`src/rtl/skt_pkg.sv`:
```
// Shared types and constants for the sorted key table.
`default_nettype none
package skt_pkg;

    localparam int unsigned TableDepthDefault = 128;
    localparam int unsigned QueueDepth = 2;

    localparam int unsigned KeyW = 32;
    localparam int unsigned NameAW = 64;
    localparam int unsigned NameBW = 64;
    localparam int unsigned NameCW = 32;
    localparam int unsigned PosW = 7;
    localparam int unsigned CountW = 8;

    typedef enum logic [1:0] {
        CMD_INSERT = 2'd0,
        CMD_LOOKUP = 2'd1,
        CMD_DELETE = 2'd2,
        CMD_READ   = 2'd3
    } cmd_t;

    typedef enum logic [1:0] {
        ST_OK        = 2'd0,
        ST_NOT_FOUND = 2'd1,
        ST_FULL      = 2'd2,
        ST_RANGE     = 2'd3
    } status_t;

    // One command as it travels from the front end to the engine.
    typedef struct packed {
        cmd_t               command;
        logic [KeyW-1:0]    key;
        logic [NameAW-1:0]  name_a;
        logic [NameBW-1:0]  name_b;
        logic [NameCW-1:0]  name_c;
        logic [PosW-1:0]    read_index;
    } req_t;

    // One table record.
    typedef struct packed {
        logic [KeyW-1:0]    key;
        logic [NameAW-1:0]  name_a;
        logic [NameBW-1:0]  name_b;
        logic [NameCW-1:0]  name_c;
    } rec_t;

    // One result item.
    typedef struct packed {
        status_t            status;
        logic [PosW-1:0]    position;
        rec_t               rec;
        logic [CountW-1:0]  entry_count;
    } rsp_t;

    typedef enum logic [2:0] {
        ENG_IDLE,
        ENG_SCAN,
        ENG_SCAN_WAIT,
        ENG_SHIFT,
        ENG_WRITE,
        ENG_EMIT
    } eng_state_t;

endpackage
`default_nettype wire

```
`src/rtl/skt_front.sv`:
```
// Front end: accepts commands and queues them for the table engine.
`default_nettype none
module skt_front (
    input  wire logic            clk,
    input  wire logic            rst_n,
    input  wire logic            in_valid,
    output logic                 in_ready,
    input  wire skt_pkg::req_t   in_req,
    output logic                 q_valid,
    input  wire logic            q_ready,
    output skt_pkg::req_t        q_req
);

    localparam int unsigned Depth = skt_pkg::QueueDepth;
    localparam int unsigned IdxW = (Depth > 1) ? $clog2(Depth) : 1;

    skt_pkg::req_t     slot_reg [Depth];
    logic [IdxW-1:0]   wr_ptr_reg, wr_ptr_next;
    logic [IdxW-1:0]   rd_ptr_reg, rd_ptr_next;
    logic [IdxW:0]     used_reg, used_next;
    logic              push, pop;

    assign in_ready = (used_reg != (IdxW+1)'(Depth));
    assign q_valid  = (used_reg != '0);
    assign q_req    = slot_reg[rd_ptr_reg];
    assign push     = in_valid && in_ready;
    assign pop      = q_valid && q_ready;

    // Pointer and occupancy update.
    always_comb
    begin
        wr_ptr_next = wr_ptr_reg;
        rd_ptr_next = rd_ptr_reg;
        used_next   = used_reg;
        if (push)
        begin
            wr_ptr_next = (wr_ptr_reg == IdxW'(Depth - 1)) ? '0 : wr_ptr_reg + 1'b1;
        end
        if (pop)
        begin
            rd_ptr_next = (rd_ptr_reg == IdxW'(Depth - 1)) ? '0 : rd_ptr_reg + 1'b1;
        end
        if (push && !pop)
        begin
            used_next = used_reg + 1'b1;
        end
        else if (pop && !push)
        begin
            used_next = used_reg - 1'b1;
        end
    end

    always_ff @(posedge clk or negedge rst_n)
    begin
        if (!rst_n)
        begin
            wr_ptr_reg <= '0;
            rd_ptr_reg <= '0;
            used_reg   <= '0;
        end
        else
        begin
            wr_ptr_reg <= wr_ptr_next;
            rd_ptr_reg <= rd_ptr_next;
            used_reg   <= used_next;
        end
    end

    // Queue storage.
    always_ff @(posedge clk)
    begin
        if (push)
        begin
            slot_reg[wr_ptr_reg] <= in_req;
        end
    end

    // The queue never holds more than its depth.
    a_used_bound: assert property (@(posedge clk) disable iff (!rst_n)
        used_reg <= (IdxW+1)'(Depth))
        else $error("queue occupancy above depth");

    // A transfer in with none out raises the occupancy by one.
    a_push_only: assert property (@(posedge clk) disable iff (!rst_n)
        (push && !pop) |=> (used_reg == $past(used_reg) + 1'b1))
        else $error("queue occupancy did not rise");

    // A transfer out with none in lowers the occupancy by one.
    a_pop_only: assert property (@(posedge clk) disable iff (!rst_n)
        (pop && !push) |=> (used_reg == $past(used_reg) - 1'b1))
        else $error("queue occupancy did not fall");

endmodule
`default_nettype wire

```
`config.mk`:
```
export PLATFORM = sky130hd
export DESIGN_NAME = skt_front
export DESIGN_NICKNAME = d
export VERILOG_FILES = /design/src/rtl/skt_pkg.sv /design/src/rtl/skt_front.sv
export SDC_FILE = /design/constraint.sdc
export NUM_CORES = 1
export LEC_CHECK = 0
export BUFFER_PORTS_ARGS = -buffer_cell sky130_fd_sc_hd__buf_2
export CAP_MARGIN = 15
export CORE_ASPECT_RATIO = 1.2
export CORE_MARGIN = 3
export CORE_UTILIZATION = 56
export CTS_CLUSTER_SIZE = 28
export DETAILED_ROUTE_END_ITERATION = 10
export GPL_TIMING_DRIVEN = 0
export PLACE_DENSITY = 0.85
export SYNTH_ARGS = -nofsm -noshare
export SYNTH_HDL_FRONTEND = slang
export SYNTH_SLANG_ARGS = --single-unit
```
`constraint.sdc`:
```
create_clock -name clk -period 25.3 [get_ports clk]
set_input_delay 3.795 -clock clk [delete_from_list [all_inputs] [get_ports clk]]
set_output_delay 3.795 -clock clk [all_outputs]
set_load 0.005 [all_outputs]
```
==> summary.md <==
| Metric | Value |
|---|---|
| Status | finished clean |
| Max-slew headroom | a little over half |
| Sw frac | approximately 28% |
| # Post-CTS Setup Buffers | 0 |
| Reg power frac | ~45% |
| Combinational Power Share | 29.8% |
| Main synth FF type | edfxtp_1 |
| Antenna Violating Nets Remaining | 0 |
| Final worst-path cycle share | 22.49% |
| Clock skew | 11.17 ps |
| Ranking of synthesized cells by area | edfxtp_1 82%, mux2_2 15%, buf_6 0.69% |
| FF-to-FF path depth | 7 |
| PwrDens | about 110 mW/mm² |
| Sw power | 0.0005816 W |
| Pleak | 6.986 nW |
| CTS resizes | 0 |
| Post-synthesis sequential area ratio | 82.67% |
| Number of enable flip-flop cells after synthesis | 402 |
| Final setup viols | 0 |
| Syn. warnings | 0 |
| Reg-to-reg endpoint | slot_reg[0][2] |
| RSZ-0062 raised after global routing | no |
| Total die area | 0.02828 mm² |
| Endpoint, Worst Hold | used_reg[1] |
| Max FFs per register | approximately 400 |
| CTS buffer count | 38 |
| Synth cell types | 15 |
| Synth async-reset ratio | less than 1% |
| Min-delay worst type | register to register |
| First-pass GRT wire length | around 47 mm |
| Hold Path Stages | 1 |
| CP bufs+invs | 3 |
| Crit path capture type | output pin |
| Worst Tran Pin Value | 717.9 ps |
| Root buffer cell | clkbuf_16 |
| Area share of the largest cell type after synthesis | 81.99% |
| Crit-path slowest cell | dfrtp_1 |
| Syn nets | 849 |
| IO Count | 408 |
| Die H | ~180 µm |
| Routed WL | about 32 mm |
| Clock net sink count | 406 |
| Synth-to-Final Area Change | 26.18% |
| Crit path max fanout | 10 |
| Tmin final | roughly 5700 ps |
| Gpl congestion | 0.7607 |
| Worst hold slack | 503.5 ps |
| DP Wirelength | 22.02 mm |
| DR vias/cell | 5.324 |
| Vias in the first global route | 8,503 |
| Nets | about 1,300 |
| Core area | roughly 0.026 mm² |
| Synth area leader | edfxtp_1 |
| Highest Clock Rate | between 150 and 200 MHz |
| Initial DRT Pass Iterations | 4 |
| Largest net degree at the start of global routing | 70 |
| Fin. max-slew vios | 0 |
| WL per Instance | 21.65 µm |
| Ratio of cells with drive above 1 in the final layout | between 60% and 70% |
| WP data arrival | 1890 ps |
| Max Root-Sink Buffers | 3 |
| Max Cap Viol | 0 |
| Post-CTS Hold Buffers | 0 |
| Yosys reg bits | 406 |
| Mapped cell area | 0.01472 mm² |
| Initial DRC count | 327 |
| Synth Instances | 643 |
| Hold Fails Final Rpt | 0 |
| Setup total negative slack | 0 ps |
| Initial antenna violation count | 7 |
| Via Count | a little under 8,000 |
| Top-count cell post-synth | edfxtp_1 |
| Setup crit start kind | register |
| CP cell instances | buf_4, buf_6, mux2_2, buf_2 |
| Min-delay src | used_reg[1] |
| Peak VDD IR | 0.08425 mV |
| Family with the most delay on the worst path | buffers and inverters |
| Latest clock arrival within the worst-skew pair | 510 ps |
| Core Util, Final | between 70% and 80% |
| GRT overflow | 0 |
| Worst r2r src | used_reg[0] |
| Synth top cells by count | 402 x edfxtp_1, 201 x mux2_2, 11 x buf_4 |
| Chip width | 154.0 µm |
| Post-route DRC | 0 |
| R2r setup slk | 22,750 ps |
| CP peak stage delay | 390 ps |
| CTS clk-pin slew, worst paths | 60 ps |
| Critical path startpoint | rd_ptr_reg |
| # port buffers | 407 |
| Clock power frac | 24.9% |
| Gr usage total | 21.60% |
| Initial Util | 57.28% |
| H-tree depth | 2 |
| Syn avg cell area | 22.90 µm² |
| Crit Path Class | register to output pin |
| Cell Rows | 64 |
| Internal cell power | 0.001522 W |
| Req. time, crit path | 21,500 ps |
| CTS tree | built |
==> layout by cell type (no fill, tap or decap) <==
master      netlist  final
nor2_4            0      1
buf_2             2    409
dfrtp_1           4      4
nor2_1            2      1
clkinv_2          0      5
clkinv_1          0     10
or2_2             1      1
inv_6             0      1
buf_12            0      6
ha_1              1      1
mux2_2          201    201
nand2_1           2      2
inv_1             1      1
clkinvlp_4        0      3
nand2b_1          1      1
edfxtp_1        402    402
clkbuf_1          0      7
buf_6             9      9
diode_2           0      6
and3_4            0      1
buf_4            11     11
xor2_1            2      2
clkbuf_16         0     41
xnor2_1           3      3
buf_16            0      4
==> worst register-to-register path, delay by kind of cell, from the launching register on <==
kind	cells	cell delay [ps]
and+or+nand+nor	3	920
buffers and inverters	4	930
DFF	1	400
==> area by class of cell <==
type	count	area, µm²
antenna	6	15.01
buffer	22	193.9
clock buffer	48	1052
clock inverter	19	93.84
fill	1552	7128
inverter	1	3.754
multi-input combinational	214	2366
sequential	406	12170
tap	330	412.9
timing repair buffer	417	2267
==> power groups by stage <==
| stage | clock, W | sequential (W) | combinational, W |
|---|---|---|---|
| 6_report | 0.000524 | 0.000953 | 0.000627 |
| 5_1_grt | 0.000560 | 0.000964 | 0.000673 |
| 4_1_cts | 0.000535 | 0.000954 | 0.000638 |
| 3_5_place_dp | 0 | 0.000965 | 0.000630 |
| 3_3_place_gp | 0 | 0.00103 | 0.000589 |
| 2_1_floorplan | 0 | 0.00100 | 0.000347 |
==> through the flow <==
step	cells	area [µm²]	power, W	setup slack (ps)
finish	1463	18580	0.002104	19610
CTS	1457	18560	0.002127	19560
floorplan	643	14720	0.001347	12320
global placement	1380	17170	0.001617	7974
global route	1463	18580	0.002198	19530
detailed placement	1390	17420	0.001595	19440
==> cells by family after synthesis <==
| logic type | Yosys count | synth area share (%) |
|---|---|---|
| XOR/XNOR | 5 | 0.2975 |
| adder cells (fa/ha/maj) | 1 | 0.08497 |
| buffers and inverters | 23 | 1.343 |
| flip-flops | 406 | 82.67 |
| multiplexers | 201 | 15.37 |
| AND/OR/NAND/NOR | 7 | 0.2296 |
==> metal layers <==
metal	global-route usage, %	wire length, µm
met1	22.93	10660
met2	39.67	17160
met3	6.357	2440
met4	9.647	1402
met5	0	13
==> worst max-delay path by stage <==
stage	cells past startpoint	end
global route	4	q_req[151]
global placement	3	slot_reg[0][134]
finish	4	q_req[151]
floorplan	2	slot_reg[0][0]
detailed placement	7	slot_reg[0][134]
CTS	4	q_req[151]
Note: power is estimated with default switching activity, not from simulation.
